--- config.mk ---
export PLATFORM = sky130hd
export DESIGN_NAME = url_percent_decoder_flat
export DESIGN_NICKNAME = d
export VERILOG_FILES = /design/src/sv/upd_pkg.sv /design/src/sv/upd_stream_if.sv /design/src/sv/upd_in_stage.sv /design/src/sv/upd_decode.sv /design/src/sv/url_percent_decoder.sv /design/src/flat_wrapper.sv
export SDC_FILE = /design/constraint.sdc
export NUM_CORES = 1
export LEC_CHECK = 0
export ABC_AREA = 1
export BUFFER_PORTS_ARGS = -buffer_cell sky130_fd_sc_hd__buf_2
export CAP_MARGIN = 5
export CORE_ASPECT_RATIO = 0.5
export CORE_UTILIZATION = 30
export CTS_CLUSTER_DIAMETER = 80
export DETAILED_ROUTE_END_ITERATION = 6
export PLACE_DENSITY_LB_ADDON = 0.1
export SLEW_MARGIN = 30
export SYNTH_ARGS = -nofsm -noshare
export SYNTH_HDL_FRONTEND = slang
export SYNTH_SLANG_ARGS = --single-unit
--- constraint.sdc ---
create_clock -name clock -period 4.5 [get_ports clock]
set_input_delay 0.675 -clock clock [delete_from_list [all_inputs] [get_ports clock]]
set_output_delay 0.675 -clock clock [all_outputs]
set_load 0.05 [all_outputs]
--- src/sv/upd_pkg.sv ---
// upd_pkg: types, character constants and the hex nibble function for the
// URL percent decoder. No dependencies.
package upd_pkg;

   localparam logic [7:0] CH_PERCENT = 8'h25;
   localparam logic [7:0] CH_PLUS    = 8'h2B;
   localparam logic [7:0] CH_SPACE   = 8'h20;
   localparam logic [7:0] CH_ZERO    = 8'h30;
   localparam logic [7:0] CH_NINE    = 8'h39;
   localparam logic [7:0] CH_UPPER_A = 8'h41;
   localparam logic [7:0] CH_UPPER_Z = 8'h5A;
   localparam logic [7:0] CH_LOWER_A = 8'h61;
   localparam logic [7:0] CASE_BIT   = 8'h20;
   localparam logic [7:0] HEX_TEN    = 8'd10;

   typedef enum logic [1:0] {
      PH_IDLE    = 2'd0,
      PH_PERCENT = 2'd1,
      PH_DIGIT   = 2'd2
   } phase_type;

   typedef struct packed {
      logic [7:0] in_byte;
      logic       in_last;
   } req_beat_type;

   typedef struct packed {
      logic [7:0] out_byte;
      logic       out_present;
      logic       out_last;
   } rsp_beat_type;

   // decode result for one input beat
   typedef struct packed {
      logic         emit;
      rsp_beat_type rsp;
   } dec_type;

   // unchecked hex digit: letters are folded to lowercase, anything else wraps
   function automatic logic [7:0] hex_nibble(input logic [7:0] c);
      logic [7:0] lc;
      lc = c;
      if (c >= CH_UPPER_A && c <= CH_UPPER_Z) begin
         lc = c | CASE_BIT;
      end
      if (c >= CH_ZERO && c <= CH_NINE) begin
         return c - CH_ZERO;
      end
      return lc + HEX_TEN - CH_LOWER_A;
   endfunction

endpackage

--- src/sv/upd_stream_if.sv ---
// Valid/ready channel interfaces for the URL percent decoder.
// Depends on nothing; payload fields carry the beat fields by name.
interface upd_req_if;
   logic       valid;
   logic       ready;
   logic [7:0] in_byte;
   logic       in_last;

   modport source (output valid, output in_byte, output in_last, input ready);
   modport sink   (input valid, input in_byte, input in_last, output ready);
endinterface

interface upd_rsp_if;
   logic       valid;
   logic       ready;
   logic [7:0] out_byte;
   logic       out_present;
   logic       out_last;

   modport source (output valid, output out_byte, output out_present,
                   output out_last, input ready);
   modport sink   (input valid, input out_byte, input out_present,
                   input out_last, output ready);
endinterface

--- src/sv/upd_in_stage.sv ---
// Input register stage of the URL percent decoder.
// Depends on upd_pkg.
module upd_in_stage (
   input  logic                 clock,
   input  logic                 reset,
   input  logic                 req_valid,
   output logic                 req_ready,
   input  upd_pkg::req_beat_type req_beat,
   input  logic                 take,
   output logic                 s1_valid,
   output upd_pkg::req_beat_type s1_beat
);
   import upd_pkg::*;

   logic         valid_ff, valid_in;
   req_beat_type beat_ff, beat_in;

   assign req_ready = !valid_ff || take;

   always_comb begin
      valid_in = valid_ff;
      beat_in  = beat_ff;
      if (req_ready) begin
         valid_in = req_valid;
         beat_in  = req_beat;
      end
   end

   always_ff @(posedge clock) begin
      if (reset) begin
         valid_ff <= 1'b0;
      end else begin
         valid_ff <= valid_in;
      end
      beat_ff <= beat_in;
   end

   assign s1_valid = valid_ff;
   assign s1_beat  = beat_ff;

endmodule

--- src/sv/upd_decode.sv ---
// Escape state and per-beat decode of the URL percent decoder.
// Depends on upd_pkg (types, constants, hex_nibble).
module upd_decode (
   input  logic                 clock,
   input  logic                 reset,
   input  logic                 step,
   input  upd_pkg::req_beat_type beat,
   output upd_pkg::dec_type     dec
);
   import upd_pkg::*;

   phase_type  phase_ff, phase_in;
   logic [7:0] first_ff, first_in;
   logic [7:0] plain;
   logic [7:0] hi_nib;
   logic [7:0] lo_nib;
   logic [7:0] pair;

   // plus maps to space, everything else passes
   assign plain  = (beat.in_byte == CH_PLUS) ? CH_SPACE : beat.in_byte;
   assign hi_nib = hex_nibble(first_ff);
   assign lo_nib = hex_nibble(beat.in_byte);
   assign pair   = {hi_nib[3:0], 4'h0} | lo_nib;

   always_comb begin
      phase_in = PH_IDLE;
      first_in = 8'h00;
      dec      = '0;
      case (phase_ff)
         PH_DIGIT: begin
            dec.emit            = 1'b1;
            dec.rsp.out_byte    = pair;
            dec.rsp.out_present = 1'b1;
            dec.rsp.out_last    = beat.in_last;
         end
         PH_PERCENT: begin
            if (!beat.in_last) begin
               phase_in = PH_DIGIT;
               first_in = beat.in_byte;
            end else begin
               // dangling percent dropped; final byte decoded alone unless it is a percent
               dec.emit         = 1'b1;
               dec.rsp.out_last = 1'b1;
               if (beat.in_byte != CH_PERCENT) begin
                  dec.rsp.out_byte    = plain;
                  dec.rsp.out_present = 1'b1;
               end
            end
         end
         default: begin
            if (beat.in_byte == CH_PERCENT) begin
               if (beat.in_last) begin
                  dec.emit         = 1'b1;
                  dec.rsp.out_last = 1'b1;
               end else begin
                  phase_in = PH_PERCENT;
               end
            end else begin
               dec.emit            = 1'b1;
               dec.rsp.out_byte    = plain;
               dec.rsp.out_present = 1'b1;
               dec.rsp.out_last    = beat.in_last;
            end
         end
      endcase
   end

   always_ff @(posedge clock) begin
      if (reset) begin
         phase_ff <= PH_IDLE;
         first_ff <= 8'h00;
      end else if (step) begin
         phase_ff <= phase_in;
         first_ff <= first_in;
      end
   end

endmodule

--- src/sv/url_percent_decoder.sv ---
// Top level of the URL percent decoder: input register, decode, result register.
// Depends on upd_pkg, upd_stream_if, upd_in_stage and upd_decode.
//
//   channel   dir  beat fields                           beats
//   req_chan  in   in_byte, in_last                      one encoded char
//   rsp_chan  out  out_byte, out_present, out_last       zero or one per char
//
// One char per cycle sustained unless rsp stalls; a req beat reaches rsp via the
// input register, then the result register (decode is a single short level).
// A percent and its first digit give no rsp beat; a final char always gives one.
// Synchronous reset clears the valid flags and the escape state.
// A stalled rsp beat holds and backs up through the input register to req ready.
module url_percent_decoder (
   input  logic      clock,
   input  logic      reset,
   upd_req_if.sink   req_chan,
   upd_rsp_if.source rsp_chan
);
   import upd_pkg::*;

   logic         s1_valid;
   req_beat_type s1_beat;
   req_beat_type req_beat;
   logic         out_free;
   logic         step;
   dec_type      dec;

   logic         rsp_valid_ff, rsp_valid_in;
   rsp_beat_type rsp_beat_ff, rsp_beat_in;

   assign req_beat.in_byte = req_chan.in_byte;
   assign req_beat.in_last = req_chan.in_last;

   assign out_free = !rsp_valid_ff || rsp_chan.ready;
   assign step     = s1_valid && out_free;

   upd_in_stage u_in (
      .clock     (clock),
      .reset     (reset),
      .req_valid (req_chan.valid),
      .req_ready (req_chan.ready),
      .req_beat  (req_beat),
      .take      (step),
      .s1_valid  (s1_valid),
      .s1_beat   (s1_beat)
   );

   upd_decode u_dec (
      .clock (clock),
      .reset (reset),
      .step  (step),
      .beat  (s1_beat),
      .dec   (dec)
   );

   always_comb begin
      rsp_valid_in = rsp_valid_ff;
      rsp_beat_in  = rsp_beat_ff;
      if (out_free) begin
         rsp_valid_in = step && dec.emit;
         rsp_beat_in  = dec.rsp;
      end
   end

   always_ff @(posedge clock) begin
      if (reset) begin
         rsp_valid_ff <= 1'b0;
      end else begin
         rsp_valid_ff <= rsp_valid_in;
      end
      rsp_beat_ff <= rsp_beat_in;
   end

   assign rsp_chan.valid       = rsp_valid_ff;
   assign rsp_chan.out_byte    = rsp_beat_ff.out_byte;
   assign rsp_chan.out_present = rsp_beat_ff.out_present;
   assign rsp_chan.out_last    = rsp_beat_ff.out_last;

endmodule

--- src/flat_wrapper.sv ---
// flat-port wrapper written by rule: the top's interface ports become plain ports
module url_percent_decoder_flat import upd_pkg::*;
  (clock, reset, req_chan_valid, req_chan_in_byte, req_chan_in_last, req_chan_ready, rsp_chan_valid, rsp_chan_out_byte, rsp_chan_out_present, rsp_chan_out_last, rsp_chan_ready);
  upd_req_if req_chan_i ();
  upd_rsp_if rsp_chan_i ();
  input  logic clock;
  input  logic reset;
  input wire logic [$bits(req_chan_i.valid)-1:0] req_chan_valid;
  input wire logic [$bits(req_chan_i.in_byte)-1:0] req_chan_in_byte;
  input wire logic [$bits(req_chan_i.in_last)-1:0] req_chan_in_last;
  output wire logic [$bits(req_chan_i.ready)-1:0] req_chan_ready;
  output wire logic [$bits(rsp_chan_i.valid)-1:0] rsp_chan_valid;
  output wire logic [$bits(rsp_chan_i.out_byte)-1:0] rsp_chan_out_byte;
  output wire logic [$bits(rsp_chan_i.out_present)-1:0] rsp_chan_out_present;
  output wire logic [$bits(rsp_chan_i.out_last)-1:0] rsp_chan_out_last;
  input wire logic [$bits(rsp_chan_i.ready)-1:0] rsp_chan_ready;
  assign req_chan_i.valid = req_chan_valid;
  assign req_chan_i.in_byte = req_chan_in_byte;
  assign req_chan_i.in_last = req_chan_in_last;
  assign req_chan_ready = req_chan_i.ready;
  assign rsp_chan_valid = rsp_chan_i.valid;
  assign rsp_chan_out_byte = rsp_chan_i.out_byte;
  assign rsp_chan_out_present = rsp_chan_i.out_present;
  assign rsp_chan_out_last = rsp_chan_i.out_last;
  assign rsp_chan_i.ready = rsp_chan_ready;
  url_percent_decoder u_core (.clock(clock), .reset(reset), .req_chan(req_chan_i), .rsp_chan(rsp_chan_i));
endmodule
## Word level (Yosys, flattened, before mapping)

Index checks and enable logic that the tools add are counted.

| cells by class | value |
|---|---|
| reductions and logical operators | 9 |
| equal/unequal tests | 5 |
| bitwise logic cells | 1 |
| order comparisons | 6 |
| mux-type cells | 21 |
| add/subtract/negate cells | 6 |

Operators with widths:

| cell | number |
|---|---|
| $mux 8 | 5 |
| $pmux 11 s2 | 1 |
| $mux 9 | 2 |
| $eq 8x6->1 const B | 2 |
| $ge 8x6->1 const B | 2 |
| $le 8x6->1 const B | 2 |
| $mux 11 | 1 |
| $add 8x4->8 const B | 1 |
| $ge 8x7->1 const B | 1 |
| $le 8x7->1 const B | 1 |
| $mux 4 | 2 |
| $ne 8x6->1 const B | 1 |
| $or 8x8->8 | 1 |
| $sub 4x1->4 const B | 2 |
| $sub 8x6->8 const B | 1 |
| $sub 8x7->8 const B | 1 |
| $mux 1 | 7 |
| $mux 6 | 1 |
| $logic_and 1x1->1 | 5 |
| $add 4x4->4 const B | 1 |
| $pmux 2 s2 | 1 |
| $eq 2x1->1 const B | 1 |
| $eq 2x2->1 const B | 1 |
| $logic_not 1->1 | 2 |
| 2 further kinds | 3 |

| storage, ports and cells | value |
|---|---|
| input bits | 13 |
| bits in registers | 31 |
| word-level logic and storage cells | 57 |
| output and inout bits | 12 |

## Depth between registers and ports, before layout

| logic depth | value |
|---|---|
| word-level depth | 9 |
| depth in mapped cells | 14 |
| mapped depth without buffers | 14 |

## Modules after synthesis

A second synthesis with hierarchy kept.

| second synthesis, totals | value |
|---|---|
| cells, all modules | 218 |
| area total of the unflattened synthesis | 1790.5 µm² |

By module, submodules not included:

| module | sequential area each (µm²) | cells an instance | times used | area an instance (µm²) |
|---|---|---|---|---|
| upd_decode | 200.2 | 188 | 1 | 1127.3 |
| url_percent_decoder | 320.3 | 16 | 1 | 350.3 |
| upd_in_stage | 290.3 | 14 | 1 | 312.8 |

## Least setup slack after synthesis

No wires, ideal clock.

| timing path | value |
|---|---|
| path type | register -> output |
| start | register u_core.rsp_valid_ff (netlist: u_core.rsp_chan.valid) |
| end | output req_chan_ready |
| arrival time | 1.372 ns |
| setup slack | 2.453 ns |
| stages on the path, launching flop included | 2 |
| buffers on the path | 0 |
| required time | 3.825 ns |
| cells stage by stage | dfxtp_1 > nand3_1 |

| between the ends | value |
|---|---|
| longest elaborated chain between the ends | 4 |

RTL lines:

| item | RTL line | RTL |
|---|---|---|
| start: declaration | url_percent_decoder.sv:28 | `logic rsp_valid_ff, rsp_valid_in;` |
| start signal: assignment | url_percent_decoder.sv:69 | `rsp_valid_ff <= rsp_valid_in;` |
| $logic_not 1->1 | url_percent_decoder.sv:34 | `assign out_free = !rsp_valid_ff \|\| rsp_chan.ready;` |
| $logic_or 1x1->1 | url_percent_decoder.sv:34 |  |
| $logic_and 1x1->1 | url_percent_decoder.sv:35 | `assign step = s1_valid && out_free;` |
| $logic_or 1x1->1 | upd_in_stage.sv:18 | `assign req_ready = !valid_ff \|\| take;` |
| end: declaration | flat_wrapper.sv:11 | `output wire logic [$bits(req_chan_i.ready)-1:0] req_chan_ready;` |

Every way passes these cells.

## Worst setup path in the final report

| timing path | value |
|---|---|
| start | input rsp_chan_ready |
| end | output req_chan_ready |

| between the ends | value |
|---|---|
| longest elaborated chain between the ends | 3 |

RTL lines:

| item | RTL line | RTL |
|---|---|---|
| start: declaration | flat_wrapper.sv:16 | `input wire logic [$bits(rsp_chan_i.ready)-1:0] rsp_chan_ready;` |
| $logic_or 1x1->1 | url_percent_decoder.sv:34 |  |
| $logic_and 1x1->1 | url_percent_decoder.sv:35 |  |
| $logic_or 1x1->1 | upd_in_stage.sv:18 |  |

Every way passes these cells.

==> impl_metrics.ini <==
[outcome]
run_status = complete, but fails checks
violations = design-rule violations

[cts]
clk_path_buf_depth = 2
htree_levels = 2
post_cts.repair.setup_buffers = 0
cts-root-buf = clkbuf_16
cts.reportedPaths.clkPinSlew_ns = 0.05
cts_tree = built
post_cts_resized = 0
hold_buffers = 0
cts_inserted_buffers = 5
clk_latency_ns = 0.28
clock-sinks = 31

[critical_path]
startpoint_type = input port
crit_path_top_delay_cell = nand3_1
reg2reg_depth = 9
critPathMostFrequentCell = buf_2
end_kind = output pin
required_ns = 3.83
worstSetupPathType = input port to output pin
rr_startpoint = u_core.u_in.s1_beat[5]
crit_start = rsp_chan_ready
rrSetupSlack_ns = 2.52
timing.rr.end = u_core.rsp_chan.out_byte[3]
slowest_delay_ns = 0.39
cp_cell_sequence = buf_2 > inv_1 > nand3_1 > buf_2
crit_path_end = req_chan_ready
crit_path_max_fanout = 11
arrival_ns = 1.60

[cells_and_area]
fin_nets = 264
fillers = 589
layout-drive-gt1-share_pct = 21.10
n_antenna_cell = 0
stdcell_area_sq_um = 2117
syn_to_final_growth_pct = 17.91

[synth]
syn_area_per_cell_sq_um = 8.550
ys_seq_area_share_pct = 45.16
ys_ff_latch = 31
async_flop_share_pct = 0
synth_flop_cell = edfxtp_1
synth_common_cells = nand2_1, a21oi_1, edfxtp_1
synthTopCellsByArea = edfxtp_1, dfxtp_1, nand2_1, ha_1, a21oi_1
synth.most_common_cell = nand2_1
synth_top_cell_area_share_pct = 31.78
synth_edf_count = 19
syn_area_sq_um = 1795
ys_types = 30
yosysTopAreaCell = edfxtp_1
synthCells = 210
yosysWarnings = 0
syn_nets = 238

[global_routing]
grt-ovfl-total = 0
antenna_found_initial = 0
grt_max_degree = 13
grt_usage_pct = 13.37
grt_pass1_vias = 1274
grt_pass1_wl_um = 6320

[drt]
drc = 2
routedWlPerCell_um = 12.56
num_vias = 1418
wirelength_um = 3894
viasPerCell = 4.574
drtAntennaViolNets = 0
drt-initial-drc-count = 44
first_pass_iters = 6

[sta]
fin_crit_ns = 2.279
relSlewSlack_pct = 62.75
tightest_slew_ns = 0.5558
setup_ws_ns = 2.221
hold_violations = 0
rsz0062_at_grt = false
fin_tns_setup_ns = 0
final.period_utilization_pct = 50.64
skew_ns = 0.006046
slew_viol_final = 0
setup_viol = 0
max_freq_mhz = 438.8

[power]
p_total_uw = 763.7
leakagePower_nw = 0.9321
ir_drop_mv = 0.1241
power_density_nw_per_um2 = 360.7

[min_path]
hp-class = flip-flop to flip-flop

[job]
max_cap_viol_count = 0

[placed_design]
place.gp.congestion = 0.8562
dpl_worst_slack_ns = 2.128
dpl.hpwl_um = 2984
numPortBuffers = 24
place_area_sq_um = 1976

[die]
ios = 25
die_width_um = 111.4
start_util_pct = 31.87
die_y_um = 56.71
rows = 19
core-area_sq_um = 5634
dieArea_sq_um = 6317
==> registers in the layout (all words and copies together) (netlist names) <==
| signal | count |
|---|---|
| u_core.rsp_chan.out_last | 1 |
| u_core.u_dec.first_ff | 8 |
| u_core.u_in.s1_beat | 9 |
| u_core.rsp_chan.out_present | 1 |
| u_core.rsp_chan.valid | 1 |
| u_core.u_in.s1_valid | 1 |
| u_core.rsp_chan.out_byte | 8 |
| u_core.u_dec.phase_ff | 2 |
==> stage by stage <==
stage          hold WS, ns  cells  utilization, %
2_1_floorplan       0.4395    210               -
6_report            0.4646    310           37.57
3_3_place_gp        0.4601    302           35.07
3_5_place_dp        0.4575    302           35.07
4_1_cts             0.4662    310           37.57
5_1_grt             0.4896    310           37.57
==> cell families (layout without fill, tap and decap cells) <==
group                    after synthesis  count (layout)  synth area share [%]
AND/OR/NAND/NOR                       98              98                 24.81
flip-flops                            31              31                 45.16
AO/OA/AOI/OAI                         30              30                 9.687
buffers and inverters                 30              57                 6.969
adder cells (fa/ha/maj)               15              15                 10.45
XOR/XNOR                               6               6                 2.927
==> report_power, final <==
part           leakage (nW)  internal [mW]  total [mW]  switching [mW]
clock                0.0669          0.204       0.320           0.116
sequential            0.298          0.320       0.337          0.0166
combinational         0.567         0.0298       0.107          0.0774
==> placed cells by master (no fill, tap or decap) <==
master	n
o22ai_1	2
xor2_1	6
a31oi_1	1
edfxtp_1	19
clkbuf_1	1
nand4_1	3
inv_2	7
a211oi_1	1
o21ai_0	1
nor2_4	1
clkbuf_16	5
a21oi_4	1
buf_2	24
nor2_2	2
clkinvlp_4	1
ha_1	15
dfxtp_1	12
inv_1	18
nand2_1	58
a21oi_2	1
o21ai_1	3
nand3_1	15
nand2_4	2
nor3_1	1
nand4_2	1
a21oi_1	19
o211ai_1	1
clkinv_2	1
nand2_2	3
nor2_1	11
nor3_2	1
==> layer usage <==
| metal | share of wire [%] | GRT usage (%) |
|---|---|---|
| met5 | 0 | 0 |
| met4 | 1.1 | 4.633 |
| met3 | 3.8 | 4.320 |
| met2 | 41 | 19.73 |
| met1 | 55 | 18.30 |
==> worst min-delay path by stage <==
stage                             startpoint                       end  slack (ns)  cells after the start
CTS                 u_core.u_dec.first_ff[4]  u_core.u_dec.first_ff[4]        0.47                      2
global placement    u_core.u_dec.first_ff[4]  u_core.u_dec.first_ff[4]        0.46                      2
floorplan           u_core.u_dec.first_ff[5]  u_core.u_dec.first_ff[5]        0.44                      2
global route        u_core.u_dec.first_ff[7]  u_core.u_dec.first_ff[7]        0.49                      2
finish              u_core.u_dec.first_ff[4]  u_core.u_dec.first_ff[4]        0.46                      2
detailed placement  u_core.u_dec.first_ff[4]  u_core.u_dec.first_ff[4]        0.46                      2
==> critical path, delay by kind of cell <==
| family | cells | cell delay [ns] |
|---|---|---|
| buf+inv | 3 | 0.54 |
| simple gates | 1 | 0.39 |
==> area by class of cell <==
| cell class | instances | area [sq um] | share of cell area, % |
|---|---|---|---|
| clock buffer | 6 | 128.9 | 6.087 |
| inverter | 25 | 93.84 | 4.433 |
| multi-input combinational | 149 | 859.6 | 40.60 |
| sequential | 31 | 810.8 | 38.30 |
| tap | 73 | 91.34 | 4.314 |
| timing repair buffer | 24 | 120.1 | 5.674 |
| clock inverter | 2 | 12.51 | 0.5910 |
Note: power is estimated with default switching activity, not from simulation.
